===== src/rtl/core/jlt_pkg.sv =====
`timescale 1ns / 1ps
// ----------------------------------------------------------------------------
// jlt_pkg
// Shared types, character codes and literal tables for the JSON-lines
// line tokenizer.
// ----------------------------------------------------------------------------
package jlt_pkg;

  localparam int unsigned MAX_NEST_DEPTH_DEF = 255;

  // Result kinds.
  localparam logic [2:0] KIND_KEY_BYTE = 3'd0;
  localparam logic [2:0] KIND_VAL_BYTE = 3'd1;
  localparam logic [2:0] KIND_KEY_END  = 3'd2;
  localparam logic [2:0] KIND_VAL_END  = 3'd3;
  localparam logic [2:0] KIND_LINE_END = 3'd4;

  // Value types carried on a value end.
  localparam logic [2:0] VT_NULL   = 3'd0;
  localparam logic [2:0] VT_BOOL   = 3'd1;
  localparam logic [2:0] VT_INT    = 3'd2;
  localparam logic [2:0] VT_DOUBLE = 3'd3;
  localparam logic [2:0] VT_STRING = 3'd4;

  // Literal kinds.
  localparam logic [1:0] LIT_NULL  = 2'd0;
  localparam logic [1:0] LIT_TRUE  = 2'd1;
  localparam logic [1:0] LIT_FALSE = 2'd2;

  // Number phases.
  localparam logic [1:0] PH_INT   = 2'd0;
  localparam logic [1:0] PH_FRAC  = 2'd1;
  localparam logic [1:0] PH_ESIGN = 2'd2;
  localparam logic [1:0] PH_EDIG  = 2'd3;

  // Character codes.
  localparam logic [7:0] CH_SPACE  = 8'h20;
  localparam logic [7:0] CH_TAB    = 8'h09;
  localparam logic [7:0] CH_CR     = 8'h0D;
  localparam logic [7:0] CH_LF     = 8'h0A;
  localparam logic [7:0] CH_BSLASH = 8'h5C;
  localparam logic [7:0] CH_QUOTE  = 8'h22;
  localparam logic [7:0] CH_LBRACE = 8'h7B;
  localparam logic [7:0] CH_RBRACE = 8'h7D;
  localparam logic [7:0] CH_LBRACK = 8'h5B;
  localparam logic [7:0] CH_RBRACK = 8'h5D;
  localparam logic [7:0] CH_COLON  = 8'h3A;
  localparam logic [7:0] CH_COMMA  = 8'h2C;
  localparam logic [7:0] CH_PLUS   = 8'h2B;
  localparam logic [7:0] CH_MINUS  = 8'h2D;
  localparam logic [7:0] CH_DOT    = 8'h2E;
  localparam logic [7:0] CH_LO_E   = 8'h65;
  localparam logic [7:0] CH_UP_E   = 8'h45;
  localparam logic [7:0] CH_LO_N   = 8'h6E;
  localparam logic [7:0] CH_LO_T   = 8'h74;
  localparam logic [7:0] CH_LO_F   = 8'h66;
  localparam logic [7:0] CH_LO_B   = 8'h62;
  localparam logic [7:0] CH_LO_R   = 8'h72;
  localparam logic [7:0] CH_LO_U   = 8'h75;
  localparam logic [7:0] CH_BS     = 8'h08;
  localparam logic [7:0] CH_FF     = 8'h0C;

  typedef struct packed {
    logic [2:0] kind;
    logic [7:0] data_byte;
    logic [2:0] value_type;
    logic       bool_value;
    logic       line_ok;
    logic       last;
  } res_t;

  function automatic res_t mk_res(input logic [2:0] kind, input logic [7:0] data,
                                  input logic [2:0] vt, input logic bv,
                                  input logic ok);
    res_t r;
    r.kind       = kind;
    r.data_byte  = data;
    r.value_type = vt;
    r.bool_value = bv;
    r.line_ok    = ok;
    r.last       = 1'b0;
    return r;
  endfunction

  function automatic logic is_ws(input logic [7:0] b);
    return (b == CH_SPACE) || (b == CH_TAB) || (b == CH_CR);
  endfunction

  function automatic logic is_digit(input logic [7:0] b);
    return (b >= 8'h30) && (b <= 8'h39);
  endfunction

  // Byte i of the literal of kind k ("null", "true", "false").
  function automatic logic [7:0] lit_char(input logic [1:0] k, input logic [2:0] i);
    logic [7:0] c;
    c = 8'h00;
    case (k)
      LIT_TRUE: begin
        case (i)
          3'd0:    c = 8'h74;
          3'd1:    c = 8'h72;
          3'd2:    c = 8'h75;
          3'd3:    c = 8'h65;
          default: c = 8'h00;
        endcase
      end
      LIT_FALSE: begin
        case (i)
          3'd0:    c = 8'h66;
          3'd1:    c = 8'h61;
          3'd2:    c = 8'h6C;
          3'd3:    c = 8'h73;
          3'd4:    c = 8'h65;
          default: c = 8'h00;
        endcase
      end
      default: begin
        case (i)
          3'd0:    c = 8'h6E;
          3'd1:    c = 8'h75;
          3'd2:    c = 8'h6C;
          3'd3:    c = 8'h6C;
          default: c = 8'h00;
        endcase
      end
    endcase
    return c;
  endfunction

  function automatic logic [2:0] lit_len(input logic [1:0] k);
    return (k == LIT_FALSE) ? 3'd5 : 3'd4;
  endfunction

endpackage


===== src/rtl/core/jsonl_line_tokenizer_unit.sv =====
`timescale 1ns / 1ps
// ----------------------------------------------------------------------------
// jsonl_line_tokenizer_unit
// Checks one flat JSON object per line of a byte stream and emits key bytes,
// value bytes, key and value ends, and one line end per line.
// ----------------------------------------------------------------------------
//
//   Channel  Direction  Handshake              Payload
//   in_      sink       in_valid / in_stall    in_byte_in, in_last_byte
//   out_     source     out_valid / out_stall  out_kind, out_data_byte,
//                                              out_value_type, out_bool_value,
//                                              out_line_ok, out_last
//
// One byte is accepted per cycle while in_stall is low. A byte is held in the
// input register and parsed there; its zero, one or two results enter a
// four-entry result queue and are presented on the output from its head. The
// queue drains one result per cycle while out_stall is low, so a run of bytes
// that each give two results is limited by the output port. A parsed byte needs
// two free queue slots, otherwise in_stall rises. Reset (synchronous, rst_n low)
// returns the parser to line start and empties the queue.
module jsonl_line_tokenizer_unit #(
  parameter int unsigned MAX_NEST_DEPTH = jlt_pkg::MAX_NEST_DEPTH_DEF
) (
  input  logic       clk,
  input  logic       rst_n,
  input  logic       in_valid,
  output logic       in_stall,
  input  logic [7:0] in_byte_in,
  input  logic       in_last_byte,
  output logic       out_valid,
  input  logic       out_stall,
  output logic [2:0] out_kind,
  output logic [7:0] out_data_byte,
  output logic [2:0] out_value_type,
  output logic       out_bool_value,
  output logic       out_line_ok,
  output logic       out_last
);

  localparam int unsigned DEPTH_W = $clog2(MAX_NEST_DEPTH + 1);
  localparam logic [DEPTH_W-1:0] DEPTH_MAX = DEPTH_W'(MAX_NEST_DEPTH);
  localparam logic [DEPTH_W-1:0] DEPTH_ONE = DEPTH_W'(1);

  typedef enum logic [3:0] {
    M_LINE, M_OPEN, M_KEY, M_AFTER_KEY, M_VSTART, M_LIT,
    M_VSTR, M_NUM, M_NEST, M_AFTER_VAL, M_SKIP
  } mode_t;

  // Input register.
  logic       stg_v_r, stg_v_nxt;
  logic [7:0] stg_byte_r;
  logic       stg_last_r;

  // Parser state.
  mode_t              mode_r, mode_nxt;
  logic [1:0]         lit_kind_r, lit_kind_nxt;
  logic [2:0]         lit_idx_r, lit_idx_nxt;
  logic [1:0]         phase_r, phase_nxt;
  logic               esc_r, esc_nxt;
  logic [2:0]         hex_r, hex_nxt;
  logic [DEPTH_W-1:0] depth_r, depth_nxt;
  logic               brace_r, brace_nxt;

  // Result queue.
  jlt_pkg::res_t q_mem [4];
  logic [1:0]    wr_ptr_r, rd_ptr_r;
  logic [2:0]    cnt_r;

  logic          in_acc, pop, room, proc;
  logic [7:0]    b;
  logic          c0_v, c1_v, c2_v;
  jlt_pkg::res_t c0, c1, c2, r0, r1;
  logic [1:0]    n_res;
  mode_t         fail_mode, av_mode;
  logic          av_emit;
  jlt_pkg::res_t av_res;
  logic          str_kind_val;
  logic          num_take;
  logic [1:0]    num_next;
  logic [1:0]    lk;
  logic [7:0]    open_ch, close_ch;
  logic [7:0]    esc_data;

  assign b         = stg_byte_r;
  assign pop       = out_valid && !out_stall;
  assign room      = (cnt_r <= 3'd2) || (pop && (cnt_r == 3'd3));
  assign proc      = stg_v_r && room;
  assign in_stall  = stg_v_r && !room;
  assign in_acc    = in_valid && !in_stall;
  assign stg_v_nxt = in_acc ? 1'b1 : (proc ? 1'b0 : stg_v_r);

  assign fail_mode = (b == jlt_pkg::CH_LF) ? M_LINE : M_SKIP;

  // Handling of a byte that follows a complete value.
  always_comb begin
    av_emit = 1'b0;
    av_res  = jlt_pkg::mk_res(jlt_pkg::KIND_LINE_END, 8'h00, jlt_pkg::VT_NULL, 1'b0, 1'b0);
    av_mode = M_AFTER_VAL;
    if (jlt_pkg::is_ws(b)) begin
      av_mode = M_AFTER_VAL;
    end else if (b == jlt_pkg::CH_COMMA) begin
      av_mode = M_OPEN;
    end else if (b == jlt_pkg::CH_RBRACE) begin
      av_emit        = 1'b1;
      av_res.line_ok = 1'b1;
      av_mode        = M_SKIP;
    end else begin
      av_emit = 1'b1;
      av_mode = fail_mode;
    end
  end

  always_comb begin
    case (b)
      jlt_pkg::CH_LO_B: esc_data = jlt_pkg::CH_BS;
      jlt_pkg::CH_LO_F: esc_data = jlt_pkg::CH_FF;
      jlt_pkg::CH_LO_N: esc_data = jlt_pkg::CH_LF;
      jlt_pkg::CH_LO_R: esc_data = jlt_pkg::CH_CR;
      jlt_pkg::CH_LO_T: esc_data = jlt_pkg::CH_TAB;
      default:          esc_data = b;
    endcase
  end

  // Number grammar: which bytes continue the number and the phase after them.
  always_comb begin
    num_take = 1'b0;
    num_next = phase_r;
    case (phase_r)
      jlt_pkg::PH_INT: begin
        if (jlt_pkg::is_digit(b)) begin
          num_take = 1'b1;
        end else if (b == jlt_pkg::CH_DOT) begin
          num_take = 1'b1;
          num_next = jlt_pkg::PH_FRAC;
        end else if (b == jlt_pkg::CH_LO_E || b == jlt_pkg::CH_UP_E) begin
          num_take = 1'b1;
          num_next = jlt_pkg::PH_ESIGN;
        end
      end
      jlt_pkg::PH_FRAC: begin
        if (jlt_pkg::is_digit(b)) begin
          num_take = 1'b1;
        end else if (b == jlt_pkg::CH_LO_E || b == jlt_pkg::CH_UP_E) begin
          num_take = 1'b1;
          num_next = jlt_pkg::PH_ESIGN;
        end
      end
      jlt_pkg::PH_ESIGN: begin
        if (jlt_pkg::is_digit(b) || b == jlt_pkg::CH_PLUS || b == jlt_pkg::CH_MINUS) begin
          num_take = 1'b1;
          num_next = jlt_pkg::PH_EDIG;
        end
      end
      default: begin
        num_take = jlt_pkg::is_digit(b);
      end
    endcase
  end

  assign lk           = (lit_kind_r == 2'd3) ? jlt_pkg::LIT_NULL : lit_kind_r;
  assign open_ch      = brace_r ? jlt_pkg::CH_LBRACE : jlt_pkg::CH_LBRACK;
  assign close_ch     = brace_r ? jlt_pkg::CH_RBRACE : jlt_pkg::CH_RBRACK;
  assign str_kind_val = (mode_r == M_VSTR);

  // One parse step for the byte in the input register.
  always_comb begin
    mode_nxt     = mode_r;
    lit_kind_nxt = lit_kind_r;
    lit_idx_nxt  = lit_idx_r;
    phase_nxt    = phase_r;
    esc_nxt      = esc_r;
    hex_nxt      = hex_r;
    depth_nxt    = depth_r;
    brace_nxt    = brace_r;
    c0_v = 1'b0;
    c1_v = 1'b0;
    c0   = jlt_pkg::mk_res(jlt_pkg::KIND_LINE_END, 8'h00, jlt_pkg::VT_NULL, 1'b0, 1'b0);
    c1   = av_res;
    case (mode_r)
      M_LINE: begin
        if (!jlt_pkg::is_ws(b)) begin
          if (b == jlt_pkg::CH_LBRACE) begin
            mode_nxt = M_OPEN;
          end else begin
            c0_v     = 1'b1;
            mode_nxt = fail_mode;
          end
        end
      end
      M_OPEN: begin
        if (!jlt_pkg::is_ws(b)) begin
          if (b == jlt_pkg::CH_RBRACE) begin
            c0_v       = 1'b1;
            c0.line_ok = 1'b1;
            mode_nxt   = M_SKIP;
          end else if (b == jlt_pkg::CH_QUOTE) begin
            mode_nxt = M_KEY;
            esc_nxt  = 1'b0;
            hex_nxt  = 3'd0;
          end else begin
            c0_v     = 1'b1;
            mode_nxt = fail_mode;
          end
        end
      end
      M_KEY, M_VSTR: begin
        if (hex_r != 3'd0) begin
          hex_nxt = hex_r - 3'd1;
        end else if (esc_r) begin
          esc_nxt = 1'b0;
          if (b == jlt_pkg::CH_LO_U) begin
            hex_nxt = 3'd4;
          end else begin
            c0_v = 1'b1;
            c0   = jlt_pkg::mk_res(str_kind_val ? jlt_pkg::KIND_VAL_BYTE
                                                : jlt_pkg::KIND_KEY_BYTE,
                                   esc_data, jlt_pkg::VT_NULL, 1'b0, 1'b0);
          end
        end else if (b == jlt_pkg::CH_BSLASH) begin
          esc_nxt = 1'b1;
        end else if (b == jlt_pkg::CH_QUOTE) begin
          c0_v = 1'b1;
          if (str_kind_val) begin
            c0 = jlt_pkg::mk_res(jlt_pkg::KIND_VAL_END, 8'h00, jlt_pkg::VT_STRING,
                                 1'b0, 1'b0);
            mode_nxt = M_AFTER_VAL;
          end else begin
            c0 = jlt_pkg::mk_res(jlt_pkg::KIND_KEY_END, 8'h00, jlt_pkg::VT_NULL,
                                 1'b0, 1'b0);
            mode_nxt = M_AFTER_KEY;
          end
        end else begin
          c0_v = 1'b1;
          c0   = jlt_pkg::mk_res(str_kind_val ? jlt_pkg::KIND_VAL_BYTE
                                              : jlt_pkg::KIND_KEY_BYTE,
                                 b, jlt_pkg::VT_NULL, 1'b0, 1'b0);
        end
      end
      M_AFTER_KEY: begin
        if (!jlt_pkg::is_ws(b)) begin
          if (b == jlt_pkg::CH_COLON) begin
            mode_nxt = M_VSTART;
          end else begin
            c0_v     = 1'b1;
            mode_nxt = fail_mode;
          end
        end
      end
      M_VSTART: begin
        if (jlt_pkg::is_ws(b)) begin
          mode_nxt = M_VSTART;
        end else if (b == jlt_pkg::CH_LO_N || b == jlt_pkg::CH_LO_T
                     || b == jlt_pkg::CH_LO_F) begin
          lit_kind_nxt = (b == jlt_pkg::CH_LO_N) ? jlt_pkg::LIT_NULL :
                         (b == jlt_pkg::CH_LO_T) ? jlt_pkg::LIT_TRUE : jlt_pkg::LIT_FALSE;
          lit_idx_nxt  = 3'd1;
          mode_nxt     = M_LIT;
        end else if (b == jlt_pkg::CH_QUOTE) begin
          mode_nxt = M_VSTR;
          esc_nxt  = 1'b0;
          hex_nxt  = 3'd0;
        end else if (b == jlt_pkg::CH_MINUS || b == jlt_pkg::CH_PLUS
                     || jlt_pkg::is_digit(b)) begin
          c0_v      = 1'b1;
          c0        = jlt_pkg::mk_res(jlt_pkg::KIND_VAL_BYTE, b, jlt_pkg::VT_NULL,
                                      1'b0, 1'b0);
          phase_nxt = jlt_pkg::PH_INT;
          mode_nxt  = M_NUM;
        end else if (b == jlt_pkg::CH_LBRACK || b == jlt_pkg::CH_LBRACE) begin
          brace_nxt = (b == jlt_pkg::CH_LBRACE);
          depth_nxt = DEPTH_ONE;
          mode_nxt  = M_NEST;
        end else begin
          c0_v     = 1'b1;
          mode_nxt = fail_mode;
        end
      end
      M_LIT: begin
        if ((lit_idx_r < jlt_pkg::lit_len(lk)) && (b == jlt_pkg::lit_char(lk, lit_idx_r)))
        begin
          lit_idx_nxt = lit_idx_r + 3'd1;
          if (lit_idx_r + 3'd1 == jlt_pkg::lit_len(lk)) begin
            c0_v     = 1'b1;
            c0       = jlt_pkg::mk_res(jlt_pkg::KIND_VAL_END, 8'h00,
                                       (lk == jlt_pkg::LIT_NULL) ? jlt_pkg::VT_NULL
                                                                 : jlt_pkg::VT_BOOL,
                                       (lk == jlt_pkg::LIT_TRUE), 1'b0);
            mode_nxt = M_AFTER_VAL;
          end
        end else begin
          c0_v     = 1'b1;
          mode_nxt = fail_mode;
        end
      end
      M_NUM: begin
        if (num_take) begin
          c0_v      = 1'b1;
          c0        = jlt_pkg::mk_res(jlt_pkg::KIND_VAL_BYTE, b, jlt_pkg::VT_NULL,
                                      1'b0, 1'b0);
          phase_nxt = num_next;
        end else begin
          // The terminating byte closes the number and is then parsed as
          // the byte after a value.
          c0_v     = 1'b1;
          c0       = jlt_pkg::mk_res(jlt_pkg::KIND_VAL_END, 8'h00,
                                     (phase_r == jlt_pkg::PH_INT) ? jlt_pkg::VT_INT
                                                                  : jlt_pkg::VT_DOUBLE,
                                     1'b0, 1'b0);
          c1_v     = av_emit;
          mode_nxt = av_mode;
        end
      end
      M_NEST: begin
        if (b == open_ch) begin
          if (depth_r >= DEPTH_MAX) begin
            c0_v     = 1'b1;
            mode_nxt = fail_mode;
          end else begin
            depth_nxt = depth_r + DEPTH_ONE;
          end
        end else if (b == close_ch) begin
          depth_nxt = depth_r - DEPTH_ONE;
          if (depth_r == DEPTH_ONE) begin
            c0_v     = 1'b1;
            c0       = jlt_pkg::mk_res(jlt_pkg::KIND_VAL_END, 8'h00, jlt_pkg::VT_NULL,
                                       1'b0, 1'b0);
            mode_nxt = M_AFTER_VAL;
          end
        end
      end
      M_AFTER_VAL: begin
        c0_v     = av_emit;
        c0       = av_res;
        mode_nxt = av_mode;
      end
      default: begin
        if (b == jlt_pkg::CH_LF) begin
          mode_nxt = M_LINE;
        end
      end
    endcase

    // End of data: an open line is closed with an error and state resets.
    c2_v = stg_last_r && (mode_nxt != M_LINE) && (mode_nxt != M_SKIP);
    c2   = jlt_pkg::mk_res(jlt_pkg::KIND_LINE_END, 8'h00, jlt_pkg::VT_NULL, 1'b0, 1'b0);
    if (stg_last_r) begin
      mode_nxt     = M_LINE;
      lit_kind_nxt = jlt_pkg::LIT_NULL;
      lit_idx_nxt  = 3'd0;
      phase_nxt    = jlt_pkg::PH_INT;
      esc_nxt      = 1'b0;
      hex_nxt      = 3'd0;
      depth_nxt    = '0;
      brace_nxt    = 1'b0;
    end
  end

  // Keep the first two candidate results in order and mark the final one.
  always_comb begin
    r0 = c0_v ? c0 : (c1_v ? c1 : c2);
    r1 = (c0_v && c1_v) ? c1 : c2;
    n_res = {1'b0, c0_v} + {1'b0, c1_v} + {1'b0, c2_v};
    if (n_res == 2'd3) begin
      n_res = 2'd2;
    end
    r0.last = (n_res == 2'd1);
    r1.last = 1'b1;
  end

  always_ff @(posedge clk) begin
    if (!rst_n) begin
      stg_v_r    <= 1'b0;
      mode_r     <= M_LINE;
      lit_kind_r <= jlt_pkg::LIT_NULL;
      lit_idx_r  <= 3'd0;
      phase_r    <= jlt_pkg::PH_INT;
      esc_r      <= 1'b0;
      hex_r      <= 3'd0;
      depth_r    <= '0;
      brace_r    <= 1'b0;
    end else begin
      stg_v_r <= stg_v_nxt;
      if (proc) begin
        mode_r     <= mode_nxt;
        lit_kind_r <= lit_kind_nxt;
        lit_idx_r  <= lit_idx_nxt;
        phase_r    <= phase_nxt;
        esc_r      <= esc_nxt;
        hex_r      <= hex_nxt;
        depth_r    <= depth_nxt;
        brace_r    <= brace_nxt;
      end
    end
  end

  always_ff @(posedge clk) begin
    if (in_acc) begin
      stg_byte_r <= in_byte_in;
      stg_last_r <= in_last_byte;
    end
  end

  // Result queue storage and pointers.
  always_ff @(posedge clk) begin
    if (proc && (n_res != 2'd0)) begin
      q_mem[wr_ptr_r] <= r0;
    end
    if (proc && (n_res == 2'd2)) begin
      q_mem[wr_ptr_r + 2'd1] <= r1;
    end
  end

  always_ff @(posedge clk) begin
    if (!rst_n) begin
      wr_ptr_r <= 2'd0;
      rd_ptr_r <= 2'd0;
      cnt_r    <= 3'd0;
    end else begin
      wr_ptr_r <= wr_ptr_r + (proc ? n_res : 2'd0);
      rd_ptr_r <= rd_ptr_r + {1'b0, pop};
      cnt_r    <= cnt_r + {1'b0, (proc ? n_res : 2'd0)} - {2'b00, pop};
    end
  end

  assign out_valid      = (cnt_r != 3'd0);
  assign out_kind       = q_mem[rd_ptr_r].kind;
  assign out_data_byte  = q_mem[rd_ptr_r].data_byte;
  assign out_value_type = q_mem[rd_ptr_r].value_type;
  assign out_bool_value = q_mem[rd_ptr_r].bool_value;
  assign out_line_ok    = q_mem[rd_ptr_r].line_ok;
  assign out_last       = q_mem[rd_ptr_r].last;

endmodule

===== config.mk =====
export PLATFORM = sky130hd
export DESIGN_NAME = jsonl_line_tokenizer_unit
export DESIGN_NICKNAME = d
export VERILOG_FILES = /design/src/rtl/core/jlt_pkg.sv /design/src/rtl/core/jsonl_line_tokenizer_unit.sv
export SDC_FILE = /design/constraint.sdc
export NUM_CORES = 1
export LEC_CHECK = 0
export ABC_AREA = 1
export BUFFER_PORTS_ARGS = -buffer_cell sky130_fd_sc_hd__buf_2
export CAP_MARGIN = 20
export CORE_MARGIN = 1
export CORE_UTILIZATION = 40
export CTS_CLUSTER_SIZE = 12
export DETAILED_ROUTE_END_ITERATION = 8
export MAX_ROUTING_LAYER = met4
export PLACE_DENSITY = 0.66
export SETUP_SLACK_MARGIN = 0.1
export SLEW_MARGIN = 15
export SYNTH_ARGS = -nofsm -noshare
export SYNTH_HDL_FRONTEND = slang
export SYNTH_SLANG_ARGS = --single-unit

===== constraint.sdc =====
create_clock -name clk -period 5.3 [get_ports clk]
set_input_delay 0.265 -clock clk [delete_from_list [all_inputs] [get_ports clk]]
set_output_delay 0.265 -clock clk [all_outputs]
set_load 0.05 [all_outputs]

=== Yosys cells after proc, flatten, opt, wreduce, memory -nomap -nowiden ===
Memories as Yosys holds them, arrays and structs flattened. A register that Yosys moved wholly into a read port is not among the register bits.
Index checks and enable logic that the tools add are counted.

* Add/sub/neg operators: 11
* $lt $le $gt $ge: 5
* Equal/unequal tests: 74
* Mux-type cells: 173
* Reduce and logical (&&, ||, !) cells: 51

{| class="wikitable"
|+ Operators by type and width
! operator !! number
|-
| two-way mux 17 bit || 14
|-
| two-way mux 4 bit || 30
|-
| equality test 8 x 7 -> 1 bit (second input constant) || 12
|-
| two-way mux 8 bit || 10
|-
| one-hot mux 15 bit (5 select lines) || 1
|-
| two-way mux 1 bit || 61
|-
| equality test 8 x 6 -> 1 bit (second input constant) || 7
|-
| two-way mux 2 bit || 23
|-
| one-hot mux 8 bit (5 select lines) || 1
|-
| two-way mux 3 bit || 13
|-
| inequality test 3 bit (second input constant) || 12
|-
| one-hot mux 4 bit (9 select lines) || 1
|-
| one-hot mux 7 bit (5 select lines) || 1
|-
| two-way mux 16 bit || 2
|-
| inequality test 4 bit (second input constant) || 8
|-
| one-hot mux 8 bit (2 select lines) || 2
|-
| one-hot mux 7 bit (4 select lines) || 1
|-
| equality test 8 x 4 -> 1 bit (second input constant) || 3
|-
| one-hot mux 7 bit (3 select lines) || 1
|-
| equality test 4 x 3 -> 1 bit (second input constant) || 4
|-
| equality test 8 x 7 -> 1 bit || 2
|-
| two-way mux 15 bit || 1
|-
| nonzero test 3 bit || 5
|-
| AND reduction 7 bit || 2
|-
| 51 further kinds || 97
|}

* Bits in registers: 41
* Memory bits (writable): 68
* Input port bits: 13
* Output and inout port bits: 19
* Logic and storage cells: 329
* Memories kept: 1

{| class="wikitable"
|+ Memory list
! memory !! depth !! bits a word !! rd ports !! clocked after Yosys merged registers in !! write ports !! RTL line !! source
|-
| q_mem || 4 || 17 || 1 || 1 || 2 || jsonl_line_tokenizer_unit.sv:65 || <nowiki>jlt_pkg::res_t q_mem [4];</nowiki>
|}

=== Depth between registers and ports, before layout ===
Gate-level depths: netlist of the first run.

* Depth after elaboration: 19
* Depth in mapped cells: 34
* Gate-level depth less buffers: 34

=== Least setup slack after synthesis of the first run ===
No wires, ideal clock.

* Path type: reg-to-reg
* From: register lit_idx_r[1]
* To: register cnt_r[2]
* Library setup time: 128 ps
* Arrival time: 3873 ps
* Required time: 5172 ps
* Slack: 1300 ps
* Cell stages (with the launch flop): 31
* Path buffers: 0
* Period minus slack after synthesis: 4000 ps
* Cells stage by stage: dfxtp_1 > inv_1 > ha_1 > o21ai_0 > nand2_1 > nand3_1 > nand2_1 > nor2_1 > nand2_1 > nor2_1 > nand3_1 > nand3_1 > nand2_1 > nand2_1 > nand2_1 > o21bai_1 > nor2_1 > fa_1 > inv_1 > nor2_1 > inv_1 > nor2_1 > inv_1 > ha_1 > inv_1 > ha_1 > inv_1 > fa_1 > xor2_1 > inv_1 > nor2_1

* Cells in the longest elaborated chain, start to end: 18
* Elaborated cells between the ends (all ways): 33
* Those cells by class: add/sub: 5; order compare: 1; eq/ne: 8; mux: 13; reduce/logical: 6

{| class="wikitable"
|+ Ends and longest elaborated chain
! item !! RTL line !! source
|-
| start: declaration || jsonl_line_tokenizer_unit.sv:57 || <nowiki>logic [2:0] lit_idx_r, lit_idx_nxt;</nowiki>
|-
| start signal: assignment || jsonl_line_tokenizer_unit.sv:386 || <nowiki>lit_idx_r <= lit_idx_nxt;</nowiki>
|-
| equality test 3 x 2 -> 1 bit || jlt_pkg.sv:99, jlt_pkg.sv:108, jlt_pkg.sv:118 ||
|-
| OR reduction 2 bit (no line) || -- ||
|-
| one-hot mux 7 bit (3 select lines) || jlt_pkg.sv:118 || <nowiki>case (i)</nowiki>
|-
| one-hot mux 8 bit (2 select lines) || jlt_pkg.sv:97 || <nowiki>case (k)</nowiki>
|-
| two-way mux 8 bit || jsonl_line_tokenizer_unit.sv:179 || <nowiki>case (mode_r)</nowiki>
|-
| equality test 8 bit || jsonl_line_tokenizer_unit.sv:279 || <nowiki>if ((lit_idx_r < jlt_pkg::lit_len(lk)) && (b == jlt_pkg::lit_char(lk, lit_idx_r)))</nowiki>
|-
| logical AND 1 bit || jsonl_line_tokenizer_unit.sv:279 ||
|-
| two-way mux 4 bit || jsonl_line_tokenizer_unit.sv:279 ||
|-
| one-hot mux 4 bit (9 select lines) || jsonl_line_tokenizer_unit.sv:179 ||
|-
| nonzero test 4 bit || jsonl_line_tokenizer_unit.sv:344 || <nowiki>c2_v = stg_last_r && (mode_nxt != M_LINE) && (mode_nxt != M_SKIP);</nowiki>
|-
| logical AND 1 bit (2 in a row) || jsonl_line_tokenizer_unit.sv:344 ||
|-
| adder 2 x 1 -> 2 bit (*) || jsonl_line_tokenizer_unit.sv:362 || <nowiki>n_res = {1'b0, c0_v} + {1'b0, c1_v} + {1'b0, c2_v};</nowiki>
|-
| equality test 2 bit || jsonl_line_tokenizer_unit.sv:363 || <nowiki>if (n_res == 2'd3) begin</nowiki>
|-
| two-way mux 2 bit (*) || jsonl_line_tokenizer_unit.sv:363 ||
|-
| two-way mux 2 bit (*) || jsonl_line_tokenizer_unit.sv:421 || <nowiki>cnt_r <= cnt_r + {1'b0, (proc ? n_res : 2'd0)} - {2'b00, pop};</nowiki>
|-
| adder 3 x 2 -> 3 bit (*) || jsonl_line_tokenizer_unit.sv:421 ||
|-
| subtractor 3 x 1 -> 3 bit (*) || jsonl_line_tokenizer_unit.sv:421 ||
|-
| end signal: assignment || jsonl_line_tokenizer_unit.sv:421 ||
|-
| end: declaration || jsonl_line_tokenizer_unit.sv:67 || <nowiki>logic [2:0] cnt_r;</nowiki>
|}

Every way passes the cells marked *; elsewhere a longest branch is shown, timed or not. The select of a mux whose other input is x is not followed.
A chain may end at the register's enable or synchronous reset.

=== Worst setup path after layout of the first run ===
Same ends and word-level chain as after synthesis.

==> results.toml, run 1 <==
[power]
peakVddDrop_v = 0.0002311
p_per_area_nw_per_um2 = 382.1
p_leak_nw = 3.124
p_total_mw = 2.801

[drt]
drt-wirelength-per-cell_um = 15.47
wl_um = 18950
vias_per_cell = 5.331
vias = 6530
drc = 0
first_pass_iters = 5
ant_nets = 0
drt-initial-drc-count = 518

[timing]
fin_ws_ps = 813.3
fmax_mhz = 222.9
rsz0062_at_grt = "no"
setup_tns_ps = 0
fin_crit_ps = 4487
hold_ws_ps = 64.60
relSlewSlack_pct = 30.84
final-hold-violation-count = 0
report.final.setup_viol = 0
drv_slew = 0
timing.final.crit_share_pct = 84.65
worst_slew_pin_slew_ps = 1036
skew_ps = 10.61

[synthesis]
synth_warnings = 0
synth_edf_count = 13
synth_area_sq_um = 6655
ys.flop_type = "dfxtp_1"
netlist.area_leader.share_pct = 28.88
synth.net_count = 1016
avgSynthCellArea_sq_um = 6.791
async_flop_share_pct = 0
synth_top_area_cell = "dfxtp_1"
postSynthCellCount = 980
ys_seq_area_share_pct = 34.74
ys_types = 49
yosys.cell_count.top_type = "nand2_1"
synthTopCellsByCount = "nand2_1 (197), nor2_1 (127), inv_1 (105), o21ai_0 (98), dfxtp_1 (96)"
ys_ff_latch = 109
netlist_top_cells_area = "dfxtp_1 (29%), nand2_1 (11%), o21ai_0 (7.4%)"

[floorplanning]
die_y_um = 131.0
initial_utilization_pct = 41.44
die_w_um = 131.0
die_area_sq_um = 17160
boundaryPins = 32
core_sq_um = 16060
fp-row-count = 46

[global_route]
grt_usage_pct = 24.05
grt_pass1_vias = 6029
antenna_found_initial = 0
grt_max_degree = 36
grt-ovfl-total = 0
grt_pass1_wl_um = 30790

[clock_network]
clockBufferDepth = 2
cts_tree = "yes"
clk_pin_slew_worst_paths_ps = 80
h-tree-depth = 3
ctsRootBufferMaster = "clkbuf_16"
cts.sink_count = 109
hold_buffers = 0
cts_setup_buffers = 0
clock_latency_ps = 370
cts_resized = 0
numCtsBuffers = 9

[setup_path]
critPathMaxStageDelay_ps = 500
crit_fanout = 6
crit_arrival_ps = 4720
worstPathRequired_ps = 5540
end_kind = "flop"
critPathKind = "reg -> reg"
crit_path_start_kind = "flop"
cp_slowest_cell = "fa_1"

[placed_design]
globalplace.congestion = 0.9901
post_dp_cell_area_sq_um = 7028
dp_hpwl_um = 14070
dp_slack_ps = 823.3
dp_cells = 1209
portBuffers = 31

[layout]
area_growth_pct = 10.15
nFillCells = 1693
drive_gt1_share_pct = 11.69
final_core_utilization_pct = 45.65
final_area_sq_um = 7331
nets = 1040
layout.cells.non_filler = 1225
diodes = 0

[outcome]
status = "finished, final reports clean"

[hold_path]
holdCritPathClass = "in -> reg"

[job]
maxCapViolations = 0
-- state kept, by name, summed over array words and instances (netlist names) --
signal and count:
wr_ptr_r 2, lit_kind_r 2, esc_r 1, lit_idx_r 3
hex_r 3, phase_r 2, q_mem 68, mode_r 4
depth_r 8, brace_r 1, b 8, stg_v_r 1
cnt_r 3, stg_last_r 1, rd_ptr_r 2
-- cells in the final DEF, fill, tap and decap left out, drive strengths merged, types with 5 or more instances in the layout --
cell type and n:
a211oi 5, a21oi 46, a22o 8, a31oi 6
buf 38, clkbuf 9, dfxtp 96, edfxtp 13
ha 21, inv 124, nand2 213, nand3 84
nand4 12, nor2 139, nor3 23, o21ai 114
o22ai 29, xnor2 5
-- cells by family after synthesis --
kind of cell | after synthesis | synth area share, %
flops | 109 | 34.74
simple gates | 474 | 32.00
fa+ha+maj | 23 | 4.550
compound gates | 219 | 19.04
xor+xnor | 9 | 1.184
buf+inv | 146 | 8.479
-- final timing paths --
kind | slack [ps] | startpoint | cells past startpoint | end
worst max-delay path | 810 | lit_idx_r[1] | 30 | cnt_r[2]
worst min-delay path | 60 | in_byte_in[6] | 1 | b[6]
worst max register to register | 810 | lit_idx_r[1] | 30 | cnt_r[2]
worst min register to register | 450 | q_mem[2][6] | 2 | q_mem[2][6]
-- layout make-up --
class / instances / area (sq um) / share of cell area, %
clock inverter: 7 / 77.57 / 1.058
tap: 216 / 270.3 / 3.687
multi-input combinational: 725 / 3779 / 51.54
clock buffer: 9 / 225.2 / 3.072
timing repair buffer: 38 / 207.7 / 2.833
inverter: 121 / 459.2 / 6.264
sequential: 109 / 2312 / 31.54
-- worst max-delay path: cells and delay by family, from the launching register on --
family / cells / cell delay (ps)
AO/OA/AOI/OAI: 2 / 300
XOR/XNOR: 1 / 170
adder cells (fa/ha/maj): 5 / 1510
buffers and inverters: 7 / 470
flip-flops: 1 / 430
AND/OR/NAND/NOR: 15 / 1490
-- power by group --
group          total, mW  internal (mW)  switching [mW]
registers           1.00          0.925          0.0769
clock network      0.692          0.337           0.355
logic               1.11          0.307           0.800
total               2.80           1.57            1.23
-- per-layer routing --
| metal | up-vias | global-route usage (%) | routed length [um] |
|---|---|---|---|
| li1 | 3315 | - | - |
| met1 | 2965 | 30.50 | 8721 |
| met2 | 216 | 38.19 | 8628 |
| met3 | 34 | 4.275 | 1152 |
| met4 | 0 | 8.790 | 448 |
| met5 | - | - | 0 |
Power figures use the tool's default switching activity.
==> run 2: changes to the inputs <==
--- a/config.mk
+++ b/config.mk
@@ -13,7 +13,7 @@
 export CTS_CLUSTER_SIZE = 12
 export DETAILED_ROUTE_END_ITERATION = 8
 export MAX_ROUTING_LAYER = met4
-export PLACE_DENSITY = 0.66
+export PLACE_DENSITY = 0.68
 export SETUP_SLACK_MARGIN = 0.1
 export SLEW_MARGIN = 15
 export SYNTH_ARGS = -nofsm -noshare
==> constraint.sdc (replaced) <==
create_clock -name clk -period 3.8 [get_ports clk]
set_input_delay 0.19 -clock clk [delete_from_list [all_inputs] [get_ports clk]]
set_output_delay 0.19 -clock clk [all_outputs]
set_load 0.05 [all_outputs]
==> run 2 against run 1 <==
Against the previous run:
- the run now ends with negative setup slack left
- routed wire length is 17% higher
- first-iteration DRC count is 6.2% higher
- fmax is 9.3% higher
- clock skew is 3.4 ps higher
- combinational power is 77% higher
- largest cell class unchanged
- sequential share of layout area is 7.0 points lower
- non-clock buffer count is 207 higher
- flip-flop and latch count stayed put
- worst hold slack better by 130 ps
- critical path depth is 2 lower
- die area stayed put
==> results.toml, run 2 (same netlist as run 1, synthesis figures left out) <==
[timing]
final-hold-violation-count = 0
worst_slew_pin_slew_ps = 1062
hold_ws_ps = 194.9
skew_ps = 14.03
relSlewSlack_pct = 29.11
report.final.setup_viol = 4
fin_ws_ps = -304.9
fmax_mhz = 243.6
timing.final.crit_share_pct = 108.0
rsz0062_at_grt = "yes"
fin_crit_ps = 4105
drv_slew = 0

[drt]
vias_per_cell = 5.202
vias = 7459
ant_nets = 0
drt-wirelength-per-cell_um = 15.41
drc = 0
drt-initial-drc-count = 550
first_pass_iters = 5
wl_um = 22090

[clock_network]
clockBufferDepth = 2
h-tree-depth = 3
clk_pin_slew_worst_paths_ps = 80
cts.sink_count = 109
clock_latency_ps = 370
cts_tree = "yes"
ctsRootBufferMaster = "clkbuf_16"
numCtsBuffers = 9

[setup_path]
worst-path-buf-inv = 8
end_kind = "flop"
crit_start = "b[2]"
crit_path_start_kind = "flop"
cp.depth = 28
worstPathRequired_ps = 4030
cpMostUsedCell = "inv_1"
critPathKind = "reg -> reg"
path_delay_family = "simple AND/OR/NAND/NOR gates"
crit_fanout = 6
critPathMaxStageDelay_ps = 530
r2r_cells = 28
cp_slowest_cell = "edfxtp_1"
reg2reg_from = "b[2]"
crit_arrival_ps = 4340
ff2ff_setup_slack_ps = -300
reg2reg_to = "cnt_r[2]"
cp-endpoint = "cnt_r[2]"

[global_route]
grt_max_degree = 36
grt_usage_pct = 26.32
antenna_found_initial = 0
grt-ovfl-total = 0
grt_pass1_wl_um = 33830
grt_pass1_vias = 6975

[placed_design]
globalplace.congestion = 1.002
dp_hpwl_um = 16080
portBuffers = 31
dp_cells = 1383

[layout]
multi_input_area_sq_um = 4140
top_register = "q_mem"
nFillCells = 1466
nets = 1249
area_growth_pct = 41.91
ff_latch_area_sq_um = 2321
drive_gt1_share_pct = 33.42
layout.cells.non_filler = 1434
top_regs = "q_mem x68, b x8, depth_r x8"
layout_common_cells = "nand2_1 (184), buf_4 (184), nor2_1 (109), inv_1 (96), dfxtp_1 (91)"
largest_register_ffs = 68
diodes = 0

[power]
p_per_area_nw_per_um2 = 459.9
p_leak_nw = 4.200
peakVddDrop_v = 0.0004471

[hold_path]
holdCritPathClass = "in -> reg"

[floorplanning]
core_sq_um = 16060
die_area_sq_um = 17160
fp-row-count = 46
boundaryPins = 32
die_y_um = 131.0
initial_utilization_pct = 41.44
die_w_um = 131.0

[job]
maxCapViolations = 0

[outcome]
violations = "negative setup slack"
status = "finished, violations left"
run 2: cell count changes in the layout (fill, tap and decap cells not counted), sizes merged:
cell / change
clkinvlp: +4
clkinv: -1
buf: +197
inv: -1
dlygate4sd3: +9
clkbuf: +1
run 2: worst min-delay path by stage:
stage | startpoint | cells past startpoint | slack (ps) | to
after detailed placement | in_byte_in[4] | 1 | 370 | b[4]
after CTS | in_valid | 3 | 200 | stg_v_r
after global routing | in_valid | 3 | 200 | stg_v_r
after global placement | in_last_byte | 1 | 370 | stg_last_r
after floorplan | in_byte_in[0] | 0 | 290 | b[0]
final | in_valid | 3 | 190 | stg_v_r
run 2: tightest hold or removal path: stages:
cell and delay (ps):
buf_2 90, nand2_1 150, a21oi_1 80
run 2: per-layer routing:
| layer | vias up | track usage (%) | part of all wire [%] |
|---|---|---|---|
| met5 | - | - | 0 |
| met4 | 0 | 8.046 | 2.5 |
| met3 | 46 | 4.316 | 4.6 |
| met2 | 211 | 44.60 | 49 |
| met1 | 3462 | 31.95 | 44 |
| li1 | 3740 | - | - |
run 2: through the flow:
| step | instance area [sq um] | setup TNS, ps | power, mW | setup slack (ps) | utilization (%) |
|---|---|---|---|---|---|
| floorplan | 6719 | -16.51 | 2.620 | -16.51 | - |
| global placement | 8436 | -2178 | 3.160 | -342.2 | 52.53 |
| detailed placement | 8436 | -3082 | 3.180 | -389.7 | 52.53 |
| CTS | 9060 | -510.6 | 4.227 | -277.6 | 56.42 |
| global route | 9444 | -11530 | 4.578 | -571.5 | 58.81 |
| finish | 9444 | -629.9 | 4.343 | -304.9 | 58.81 |
run 2: area by class of cell:
type | count | area share (%)
clock buffer | 9 | 2.385
clock inverter | 7 | 0.8877
inverter | 121 | 5.048
multi-input combinational | 725 | 43.84
sequential | 109 | 24.58
tap | 216 | 2.862
timing repair buffer | 245 | 20.24
timing repair inverter | 2 | 0.1590
run 2: where the power goes:
part | internal [mW] | switching, mW
clock network | 0.478 | 0.512
registers | 1.29 | 0.0917
logic | 0.686 | 1.29
run 2: repair_timing:
action                                  CTS  global route
gates cloned                              2             1
resized for setup                        40            86
hold endpoints to repair                  9             0
endpoints found under the setup margin   43            76
pin swaps                                21            37
buffers inserted                         10            14
hold buffers                              9             0
==> run 3: changes to the inputs <==
--- a/config.mk
+++ b/config.mk
@@ -13,7 +13,7 @@
 export CTS_CLUSTER_SIZE = 12
 export DETAILED_ROUTE_END_ITERATION = 8
 export MAX_ROUTING_LAYER = met4
-export PLACE_DENSITY = 0.68
+export PLACE_DENSITY = 0.66
 export SETUP_SLACK_MARGIN = 0.1
 export SLEW_MARGIN = 15
 export SYNTH_ARGS = -nofsm -noshare
==> constraint.sdc (replaced) <==
create_clock -name clk -period 3.85 [get_ports clk]
set_input_delay 0.1925 -clock clk [delete_from_list [all_inputs] [get_ports clk]]
set_output_delay 0.1925 -clock clk [all_outputs]
set_load 0.05 [all_outputs]
==> run 3 against run 2 <==
Against the previous run:
- the flow still finishes with violations (negative setup slack)
- global-route usage increased by 0.65 points
- die area unchanged
- count of clock-buffer cells in the layout unchanged
- clock power about the same
- register-to-register slack got worse by 80 ps
- cell area decreased by 0.37%
- power decreased by 0.31%
- fmax decreased by 3.1%
==> results.toml, run 3 (same netlist as run 1, synthesis figures left out) <==
[outcome]
status = "finished, violations left"
violations = "negative setup slack"

[setup_path]
worst-path-buf-inv = 9
worstPathRequired_ps = 4090
crit_fanout = 6
crit_arrival_ps = 4470
cpMostUsedCell = "inv_2"
critPathMaxStageDelay_ps = 550
end_kind = "flop"
critPathKind = "reg -> reg"
crit_path_start_kind = "flop"
cp_slowest_cell = "fa_1"
path_delay_family = "adder cells"

[power]
peakVddDrop_v = 0.0003633
p_per_area_nw_per_um2 = 460.1
p_leak_nw = 4.228

[timing]
report.final.setup_viol = 44
fmax_mhz = 236.1
hold_ws_ps = 7.598
final-hold-violation-count = 0
relSlewSlack_pct = 29.85
skew_ps = 9.254
drv_slew = 0
fin_ws_ps = -385.6
fin_crit_ps = 4236
timing.final.crit_share_pct = 110.0
worst_slew_pin_slew_ps = 1051
rsz0062_at_grt = "yes"

[layout]
largest_register_ffs = 68
final_area_sq_um = 9409
multi_input_area_sq_um = 4080
drive_gt1_share_pct = 32.71
nets = 1260
diodes = 0
top_regs = "q_mem x68, b x8, depth_r x8"
mostFrequentLayoutCell = "buf_4"
top_register = "q_mem"
nFillCells = 1488
layout_common_cells = "buf_4 (205), nand2_1 (188), nor2_1 (110), inv_1 (92), dfxtp_1 (91)"
area_growth_pct = 41.38
ff_latch_area_sq_um = 2321

[global_route]
grt_pass1_vias = 6929
antenna_found_initial = 0
grt-ovfl-total = 0
grt_max_degree = 36
grt_usage_pct = 26.97
grt_pass1_wl_um = 34680

[clock_network]
cts_tree = "yes"
numCtsBuffers = 9
cts.sink_count = 109
clock_latency_ps = 370
ctsRootBufferMaster = "clkbuf_16"
clk_pin_slew_worst_paths_ps = 80
h-tree-depth = 3
clockBufferDepth = 2

[drt]
wl_met1_um = 10110
top_layer = "met4"
wl_um = 21970
wl_met2_um = 10490
ant_nets = 0
first_pass_iters = 5
vias_per_cell = 5.209
met3_length_um = 992
drt-initial-drc-count = 624
drc = 0
drt-wirelength-per-cell_um = 15.20
vias = 7527

[placed_design]
globalplace.congestion = 1.012
dp_hpwl_um = 15880
portBuffers = 31
post_dp_cell_area_sq_um = 8378

[floorplanning]
die_area_sq_um = 17160
initial_utilization_pct = 41.44
die_w_um = 131.0
fp-row-count = 46
boundaryPins = 32
core_sq_um = 16060
die_y_um = 131.0

[job]
maxCapViolations = 0

[hold_path]
holdCritPathClass = "in -> reg"
==> run 3: cell types whose count changed in the layout (fill, tap and decap cells not counted), moves of 4 or more <==
cell     previous run  this run
nor2_2             15        11
nand3_1            62        76
buf_6              16         9
nand3_2            22         6
nand2_1           184       188
buf_4             184       205
inv_2              18        24
inv_1              96        92
==> run 3: area by class of cell <==
class / instances / share of cell area (%)
Multi-Input combinational cell: 725 / 43.36
Sequential cell: 109 / 24.67
Timing Repair Buffer: 257 / 20.78
Inverter: 121 / 4.973
Tap cell: 216 / 2.872
Clock buffer: 9 / 2.394
Clock inverter: 7 / 0.8644
Timing Repair inverter: 1 / 0.07979
==> run 3: routing by layer <==
metal / vias up / track usage (%)
met4: 0 / 7.843
met1: 3502 / 33.43
met5: - / -
li1: 3762 / -
met2: 229 / 45.91
met3: 34 / 3.257
==> run 3: timing repair <==
action                                 CTS  global route
setup buffers                           31            19
hold buffers                             8             0
endpoints found under the hold margin    8             0
pin swaps                               14            35
setup endpoints to repair               37            78
gates resized for setup                 24            77
cloned                                   0             1
==> run 3: worst paths after layout <==
path            startpoint          end  slack, ps  cells past startpoint
max reg2reg           b[1]     cnt_r[2]       -390                     29
min reg2reg    q_mem[2][6]  q_mem[2][6]        450                      2
max                   b[1]     cnt_r[2]       -390                     29
min          in_byte_in[1]         b[1]          8                      1
==> run 3: power breakdown <==
group,internal [mW],switching (mW),leakage (nW)
clock,0.470,0.522,0.150
sequential,1.27,0.0883,0.913
combinational,0.696,1.28,3.16
total,2.44,1.89,4.23
==> run 3: metrics by stage <==
step                      std cells  power, mW  worst slack (ps)  util, %  setup TNS [ps]
after floorplan                 980      2.586             33.49        -               0
after global placement         1377      3.121            -366.3    52.17           -2045
after detailed placement       1377      3.141            -415.7    52.17           -3130
after CTS                      1432      4.215            -271.7    56.48          -684.8
after global routing           1445      4.570            -611.3    58.59          -15010
final                          1445      4.329            -385.6    58.59           -4197
